--- src/sv/sbc_div.sv ---
`timescale 1ns / 1ps
// ----------------------------------------------------------------------------
// sbc_div: pipelined restoring fraction divider
// Computes floor(rem * 2^STEPS / den) for rem < den, one quotient bit per
// stage, with a sideband tag and per-stage valid/ready flow control.
// ----------------------------------------------------------------------------
module sbc_div #(
   parameter int WIDTH    = 15,
   parameter int PAY_BITS = 1,
   parameter int STEPS    = 16
) (
   input  logic                clock,
   input  logic                reset,
   input  logic                in_valid,
   output logic                in_ready,
   input  logic [WIDTH-1:0]    in_rem,
   input  logic [WIDTH-1:0]    in_den,
   input  logic [PAY_BITS-1:0] in_pay,
   output logic                out_valid,
   input  logic                out_ready,
   output logic [STEPS-1:0]    out_quo,
   output logic [PAY_BITS-1:0] out_pay
);
   logic                valid_ff [STEPS];
   logic                stage_ready [STEPS];
   logic [WIDTH-1:0]    rem_ff [STEPS];
   logic [WIDTH-1:0]    den_ff [STEPS];
   logic [STEPS-1:0]    quo_ff [STEPS];
   logic [PAY_BITS-1:0] pay_ff [STEPS];

   for (genvar k = 0; k < STEPS; k++) begin : g_step
      logic                valid_src;
      logic [WIDTH-1:0]    rem_src;
      logic [WIDTH-1:0]    den_src;
      logic [STEPS-1:0]    quo_src;
      logic [PAY_BITS-1:0] pay_src;
      logic [WIDTH:0]      shifted;
      logic [WIDTH:0]      diff;
      logic                take;
      logic [WIDTH-1:0]    rem_in;

      if (k == 0) begin : g_first
         assign valid_src = in_valid;
         assign rem_src   = in_rem;
         assign den_src   = in_den;
         assign quo_src   = '0;
         assign pay_src   = in_pay;
      end else begin : g_next
         assign valid_src = valid_ff[k-1];
         assign rem_src   = rem_ff[k-1];
         assign den_src   = den_ff[k-1];
         assign quo_src   = quo_ff[k-1];
         assign pay_src   = pay_ff[k-1];
      end

      if (k == STEPS-1) begin : g_last
         assign stage_ready[k] = !valid_ff[k] || out_ready;
      end else begin : g_mid
         assign stage_ready[k] = !valid_ff[k] || stage_ready[k+1];
      end

      assign shifted = {rem_src, 1'b0};
      assign diff    = shifted - {1'b0, den_src};
      assign take    = shifted >= {1'b0, den_src};
      assign rem_in  = take ? diff[WIDTH-1:0] : shifted[WIDTH-1:0];

      always_ff @(posedge clock) begin
         if (reset) begin
            valid_ff[k] <= 1'b0;
         end else if (stage_ready[k]) begin
            valid_ff[k] <= valid_src;
         end
      end

      always_ff @(posedge clock) begin
         if (stage_ready[k]) begin
            rem_ff[k] <= rem_in;
            den_ff[k] <= den_src;
            quo_ff[k] <= {quo_src[STEPS-2:0], take};
            pay_ff[k] <= pay_src;
         end
      end
   end

   assign in_ready  = stage_ready[0];
   assign out_valid = valid_ff[STEPS-1];
   assign out_quo   = quo_ff[STEPS-1];
   assign out_pay   = pay_ff[STEPS-1];

   // partial remainder never reaches the divisor when fed rem < den
   assert property (@(posedge clock) disable iff (reset)
      valid_ff[STEPS-1] |-> rem_ff[STEPS-1] < den_ff[STEPS-1])
      else $error("divider remainder not below divisor");

   // a stalled output holds its quotient and tag
   assert property (@(posedge clock) disable iff (reset)
      out_valid && !out_ready |=> out_valid && $stable(out_quo) && $stable(out_pay))
      else $error("divider output changed while stalled");

   assert property (@(posedge clock) disable iff (reset)
      !in_ready |-> valid_ff[0])
      else $error("divider input stalled with first stage empty");

endmodule

--- config.mk ---
export PLATFORM = sky130hd
export DESIGN_NAME = sbc_div
export DESIGN_NICKNAME = d
export VERILOG_FILES = /design/src/sv/sbc_div.sv
export SDC_FILE = /design/constraint.sdc
export NUM_CORES = 1
export LEC_CHECK = 0
export ABC_AREA = 1
export BUFFER_PORTS_ARGS = -buffer_cell sky130_fd_sc_hd__buf_2
export CORE_UTILIZATION = 35
export CTS_CLUSTER_DIAMETER = 120
export DETAILED_ROUTE_END_ITERATION = 10
export GPL_TIMING_DRIVEN = 1
export PLACE_DENSITY = 0.49
export SLEW_MARGIN = 20
export SYNTH_ARGS = -nofsm -noshare
export SYNTH_HDL_FRONTEND = slang
export SYNTH_SLANG_ARGS = --single-unit
export TNS_END_PERCENT = 10
--- constraint.sdc ---
create_clock -name clock -period 6 [get_ports clock]
set_input_delay 0.6 -clock clock [delete_from_list [all_inputs] [get_ports clock]]
set_output_delay 0.6 -clock clock [all_outputs]
set_load 0.03 [all_outputs]
==> flow_summary.ini, run 1 <==
[outcome]
status = finished, final reports clean

[die]
core-area_mm2 = 0.0922
io_pins = 54
die-height_um = 308
die_w_um = 308
start_util = 0.355
die_area_mm2 = 0.0948
row_count = 111

[setup_path]
crit_arrival_ps = 3320
required_ps = 5400
worst_path_max_delay_cell = nand4_4
critPathLaunchType = register
timing.rr.start = valid_ff[13]$_DFFE_PP_
path_class = reg2out
cp_max_fo = 35
reg2reg_depth = 11
r2r_end = valid_ff[2]$_DFFE_PP_
crit_path_end_kind = output pin
r2r_slack_ps = 2490
cpPeakStageDelay_ps = 500
crit_chain = nand4_4, nor2_4, nand4_4, nor2_4, nand4_4, nor2_4, nand4_4, nor2_4, inv_1, buf_4, buf_2

[timing]
fin_crit_sh = 0.653
worst_pin_slew_ps = 1020
hold_violations = 0
finalCriticalPeriod_ps = 3920
setup_tns_ps = 0
fmax_mhz = 255
rsz0062_at_grt = false
finClkSkew_ps = 20.2
finalSetupViolCount = 0
drv_slew = 0
slew_headroom = 0.317
postLayoutSetupSlackWorst_ps = 2080

[routing]
via_per_inst = 4.69
ant_nets = 0
via_count = 21200
detail_route.first_pass.iterations = 5
drt_wl_total_mm = 69.1
wl_per_cell_um = 15.3
drt-initial-drc-count = 1303
post-route-drc-count = 0

[worst_hold_path]
hold_class = in2reg
min-delay-start = in_pay
min_path_cells = 1
min_to = pay_ff[0][0]$_DFFE_PP_

[flow_run]
drv_cap = 0

[layout]
mostFrequentLayoutCell = edfxtp_1
fin_nets = 3497
drive_above_1_share = 0.0741
n_antenna_cell = 0
finish.instance_area_mm2 = 0.0369
fillCellCount = 9087
area_delta_synth_final_pct = 12.7
most-common-layout-cells = edfxtp_1 (618), inv_1 (489), nand2_1 (412)

[logic_synthesis]
synth_area_mm2 = 0.0327
synthFlopType = edfxtp_1
synth-seq-area-share = 0.567
synth_cells = 3099
synth_cell_types = 40
synthesis.nets = 3388
ys_ff_latch = 618
yosysWarnings = 0
syn_area_per_cell_um2 = 10.6
synthArstFlopShare = 0
synth-edff-count = 618

[clocking]
cts_resized = 0
numCtsBuffers = 75
cts.clk_slew.worst_paths_ps = 60
clock_latency_ps = 620
cts-root-buf = clkbuf_16
hold_buffers = 0
cts_sinks = 618
cts_max_path_buffers = 3
cts_tree = done
postCtsSetupRepairBufs = 0
htreeDepth = 3

[power_and_ir_drop]
power_mw = 18.8
vdd_ir_drop_max_mv = 0.212
power_density_mw_per_mm2 = 510
p_leak_nw = 15.9

[grt]
grt_pass1_vias = 20500
globalRouteTotalUtil = 0.147
grt_max_degree = 47
grt_pass1_wl_mm = 110
antenna_found_initial = 0
overflow = 0

[placed_design]
gp_congestion = 0.815
dpl_cell_area_mm2 = 0.0344
pre_cts_slack_ps = 2050
portBuffers = 53
dpl.hpwl_mm = 52.3
Yosys cell counts (2+ instances only):
| cell | n | area share |
|---|---|---|
| fa_1 | 15 | 0.0092 |
| inv_1 | 492 | 0.056 |
| o21ai_2 | 16 | 0.0043 |
| nand4_4 | 7 | 0.0045 |
| nor4_1 | 7 | 0.0013 |
| and2_1 | 2 | 0.00038 |
| buf_6 | 2 | 0.00069 |
| o21bai_1 | 9 | 0.0021 |
| nand3_1 | 109 | 0.017 |
| edfxtp_1 | 618 | 0.57 |
| or2_2 | 14 | 0.0027 |
| nand2_1 | 414 | 0.047 |
| a21o_1 | 43 | 0.0099 |
| xnor2_1 | 75 | 0.020 |
| nor3b_1 | 11 | 0.0025 |
| a31oi_1 | 48 | 0.0092 |
| ha_1 | 239 | 0.091 |
| nand4_1 | 16 | 0.0031 |
| inv_2 | 2 | 0.00023 |
| nand3b_1 | 3 | 0.00069 |
| a21oi_2 | 4 | 0.0011 |
| o211ai_1 | 5 | 0.0011 |
| o21ai_0 | 70 | 0.011 |
| buf_4 | 14 | 0.0032 |
| nor2_2 | 2 | 0.00038 |
| nor2_1 | 286 | 0.033 |
| nor3_1 | 76 | 0.012 |
| nor2_4 | 6 | 0.0021 |
| buf_2 | 15 | 0.0023 |
| a21oi_1 | 364 | 0.056 |
| nand3_2 | 13 | 0.0040 |
| o21a_1 | 10 | 0.0023 |
| o31ai_1 | 26 | 0.0060 |
| xor2_1 | 60 | 0.016 |
kinds of logic after synthesis:
group | Yosys count | synth area share
AOI/OAI and AO/OA | 597 | 0.103
xor gates and xnor gates | 135 | 0.0361
adders and majority gates | 254 | 0.100
buffers and inverters | 526 | 0.0629
DFF | 618 | 0.567
and+or+nand+nor | 969 | 0.131
registers in the layout, summed over array words and instances, names as in the netlist:
register  flops
den_ff      225
rem_ff      225
quo_ff      136
pay_ff       16
valid_ff     16
critical path, delay by kind of cell (launching register included):
family / cells / cell delay [ps]
flip-flops: 1 / 430
AND/OR/NAND/NOR: 8 / 1670
buffers and inverters: 3 / 560
worst max path at each step:
stage	from	endpoint	slack (ps)	cells after the start
2_1_floorplan	out_ready	in_ready	1160	10
3_3_place_gp	out_ready	valid_ff[2]$_DFFE_PP_	2110	13
3_5_place_dp	out_ready	valid_ff[2]$_DFFE_PP_	2050	13
4_1_cts	valid_ff[13]$_DFFE_PP_	in_ready	1970	11
5_1_grt	valid_ff[13]$_DFFE_PP_	in_ready	1790	11
6_report	valid_ff[13]$_DFFE_PP_	in_ready	2080	11
layout make-up:
cell class,count,area [um^2],share of cell area
clock inverters,53,505,0.0137
flip-flops and latches,618,18600,0.503
repair buffers,63,340,0.00922
well taps,1243,1560,0.0421
inverters,495,1860,0.0503
multi-input cells,1955,12100,0.329
clock buffers,84,1950,0.0529
where the power goes:
group	switching, mW	leakage [nW]	total (mW)	internal, mW
registers	0.710	6.41	7.25	6.54
logic	4.37	8.28	7.10	2.72
clock network	1.80	1.18	4.49	2.69
total	6.88	15.9	18.8	12.0
per-layer routing:
layer  track usage  share of wire  up-vias
met4        0.0435          0.024        0
met1         0.195           0.47     9773
met3        0.0230          0.033      103
met5             0              0        -
met2         0.245           0.47      328
li1              -              -    10900
through the flow:
step                 util  hold WS (ps)  std cells
CTS                 0.400           127       4511
global placement    0.374           400       4374
detailed placement  0.374           405       4374
finish              0.400           173       4511
floorplan               -           400       3099
global route        0.400           126       4511
No activity file was read; power rests on OpenSTA's default activity.
==> inputs of run 2 (changes only) <==
--- a/config.mk
+++ b/config.mk
@@ -5,13 +5,13 @@
 export SDC_FILE = /design/constraint.sdc
 export NUM_CORES = 1
 export LEC_CHECK = 0
-export ABC_AREA = 1
+export ABC_AREA = 0
 export BUFFER_PORTS_ARGS = -buffer_cell sky130_fd_sc_hd__buf_2
 export CORE_UTILIZATION = 35
 export CTS_CLUSTER_DIAMETER = 120
 export DETAILED_ROUTE_END_ITERATION = 10
 export GPL_TIMING_DRIVEN = 1
-export PLACE_DENSITY = 0.49
+export PLACE_DENSITY = 0.51
 export SLEW_MARGIN = 20
 export SYNTH_ARGS = -nofsm -noshare
 export SYNTH_HDL_FRONTEND = slang
==> constraint.sdc (replaced) <==
create_clock -name clock -period 3.5 [get_ports clock]
set_input_delay 0.35 -clock clock [delete_from_list [all_inputs] [get_ports clock]]
set_output_delay 0.35 -clock clock [all_outputs]
set_load 0.03 [all_outputs]
==> run 2 against run 1 <==
Largest power group is now combinational cells. Final area increased by 2.3%. First-iteration DRC count increased by 16%. Final cell count decreased by 7.7%. Utilization increased by 0.18 points. Sequential share of layout area decreased by 1.1 points.
==> flow_summary.ini, run 2 <==
[logic_synthesis]
synth_area_mm2 = 0.0334
synth_cells = 2708
synthTopCellsByCount = edfxtp_1 (618), inv_1 (333), ha_1 (239)
yosysWarnings = 0
synthArstFlopShare = 0
synthesis.nets = 2997
synth-seq-area-share = 0.556
synth-edff-count = 618
synthTopCellsByArea = edfxtp_1 (56%), ha_1 (9.0%), mux2_2 (3.9%)
syn_area_per_cell_um2 = 12.3
ys_ff_latch = 618
synth_top_area_cell = edfxtp_1
synth.most_common_cell = edfxtp_1
synthFlopType = edfxtp_1
synth_top_area_frac = 0.556
synth_cell_types = 85

[setup_path]
crit_arrival_ps = 2820
crit_path_end_kind = output pin
cpMostUsedCell = buf_4
critPathLaunchType = register
crit_chain = nor2b_1, buf_4, nand2_4, nor2_2, and3_2, and3_1, and2_2, nand3_2, buf_4, buf_2
required_ps = 3150
r2r_end = rem_ff[1][77]$_DFFE_PP_
cpPeakStageDelay_ps = 340
path_class = reg2out
worst_path_max_delay_cell = edfxtp_1
reg2reg_depth = 8
r2r_slack_ps = 350
timing.rr.start = den_ff[1][60]$_DFFE_PP_
cp_max_fo = 17

[layout]
fin_nets = 3140
drive_above_1_share = 0.133
most-common-layout-cells = edfxtp_1 (618), inv_1 (332), ha_1 (239)
mostFrequentLayoutCell = edfxtp_1
top_regs = den_ff x225, rem_ff x225, quo_ff x136
fin_util = 0.402
n_antenna_cell = 0
area_delta_synth_final_pct = 13.1

[clocking]
cts.clk_slew.worst_paths_ps = 50
cts-root-buf = clkbuf_16
cts_sinks = 618
htreeDepth = 3
numCtsBuffers = 72
clock_latency_ps = 620
cts_max_path_buffers = 3
postCtsSetupRepairBufs = 0
cts_tree = done

[placed_design]
gp_congestion = 0.881
portBuffers = 53
dpl.hpwl_mm = 53.2

[worst_hold_path]
min-delay-start = in_rem[3]
min_path_cells = 2
hold_class = in2reg
min_to = rem_ff[0][4]$_DFFE_PP_

[grt]
grt_pass1_vias = 20900
grt_max_degree = 50
overflow = 0
grt_pass1_wl_mm = 113
globalRouteTotalUtil = 0.145
use_met3 = 0.0242
grtUsageMet1 = 0.190
grt.busiest_layer = met2
globalRouteMet2Util = 0.245
antenna_found_initial = 0

[routing]
wl_per_cell_um = 16.8
drt_wl_total_mm = 70.2
via_count = 20700
detail_route.first_pass.iterations = 6
post-route-drc-count = 0
drt-initial-drc-count = 1516
via_per_inst = 4.98
ant_nets = 0

[timing]
fin_crit_sh = 0.905
finClkSkew_ps = 31.0
finalSetupViolCount = 0
slew_headroom = 0.389
setup_tns_ps = 0
worst_pin_slew_ps = 913
drv_slew = 0
fmax_mhz = 316
finalCriticalPeriod_ps = 3170
rsz0062_at_grt = false
hold_violations = 0

[die]
io_pins = 54
start_util = 0.355
core-area_mm2 = 0.0939
die_w_um = 311
die_area_mm2 = 0.0966
die-height_um = 311
row_count = 112

[power_and_ir_drop]
power_density_mw_per_mm2 = 926
power_mw = 34.9
p_leak_nw = 15.5
vdd_ir_drop_max_mv = 0.404

[outcome]
status = finished, final reports clean

[flow_run]
drv_cap = 0
-- run 2: area by class of cell --
type,count,area [um^2]
multi-input combinational,1722,13300
tap,1254,1570
fill,8989,56100
inverter,333,1250
clock inverter,45,440
sequential,618,18600
clock buffer,88,1900
timing repair buffer,104,703
-- run 2: metal layers --
metal  part of all wire  vias to the layer above  wire length (um)
met4              0.025                        0              1760
li1                   -                    10200                 -
met3              0.036                      113              2540
met5                  0                        -                 0
met2               0.49                      389             34100
met1               0.45                     9992             31800
-- run 2: how the worst max path moves through the flow --
| stage | startpoint | to |
|---|---|---|
| after global routing | valid_ff[15]$_DFFE_PP_ | in_ready |
| after global placement | out_ready | rem_ff[0][89]$_DFFE_PP_ |
| after CTS | valid_ff[15]$_DFFE_PP_ | in_ready |
| after floorplan | valid_ff[15]$_DFFE_PP_ | den_ff[0][45]$_DFFE_PP_ |
| after detailed placement | out_ready | den_ff[0][86]$_DFFE_PP_ |
| final | valid_ff[15]$_DFFE_PP_ | in_ready |
-- run 2: repair_timing --
action	4_1_cts	5_1_grt
resized for setup	2	2
endpoints found under the hold margin	17	0
hold buffers	17	0
setup endpoints to repair	1	1
-- run 2: stage by stage --
step	hold slack [ps]	instance area, um^2	setup WS [ps]	cells
6_report	51.5	37700	332	4164
3_5_place_dp	405	35200	315	4014
4_1_cts	5.45	37700	114	4164
5_1_grt	28.1	37700	81.5	4164
2_1_floorplan	400	33400	42.0	2708
3_3_place_gp	400	35200	324	4014
-- run 2: where the power goes --
group	internal [mW]	switching [mW]
combinational	6.97	7.89
sequential	11.5	1.23
clock	4.41	2.99
-- run 2: logic make-up (layout without fill, tap and decap cells) --
kind of cell | Yosys count | count (layout) | synth area share
buf+inv | 368 | 570 | 0.0455
fa+ha+maj | 254 | 254 | 0.0986
xor+xnor | 140 | 140 | 0.0368
mux | 153 | 153 | 0.0532
flops | 618 | 618 | 0.556
compound gates | 582 | 582 | 0.124
simple gates | 593 | 593 | 0.0855
-- run 2: worst max-delay path: cells and delay by family, from the launching register on --
kind | cells | cell delay, ps
flops | 1 | 340
simple gates | 7 | 1270
buf+inv | 3 | 600
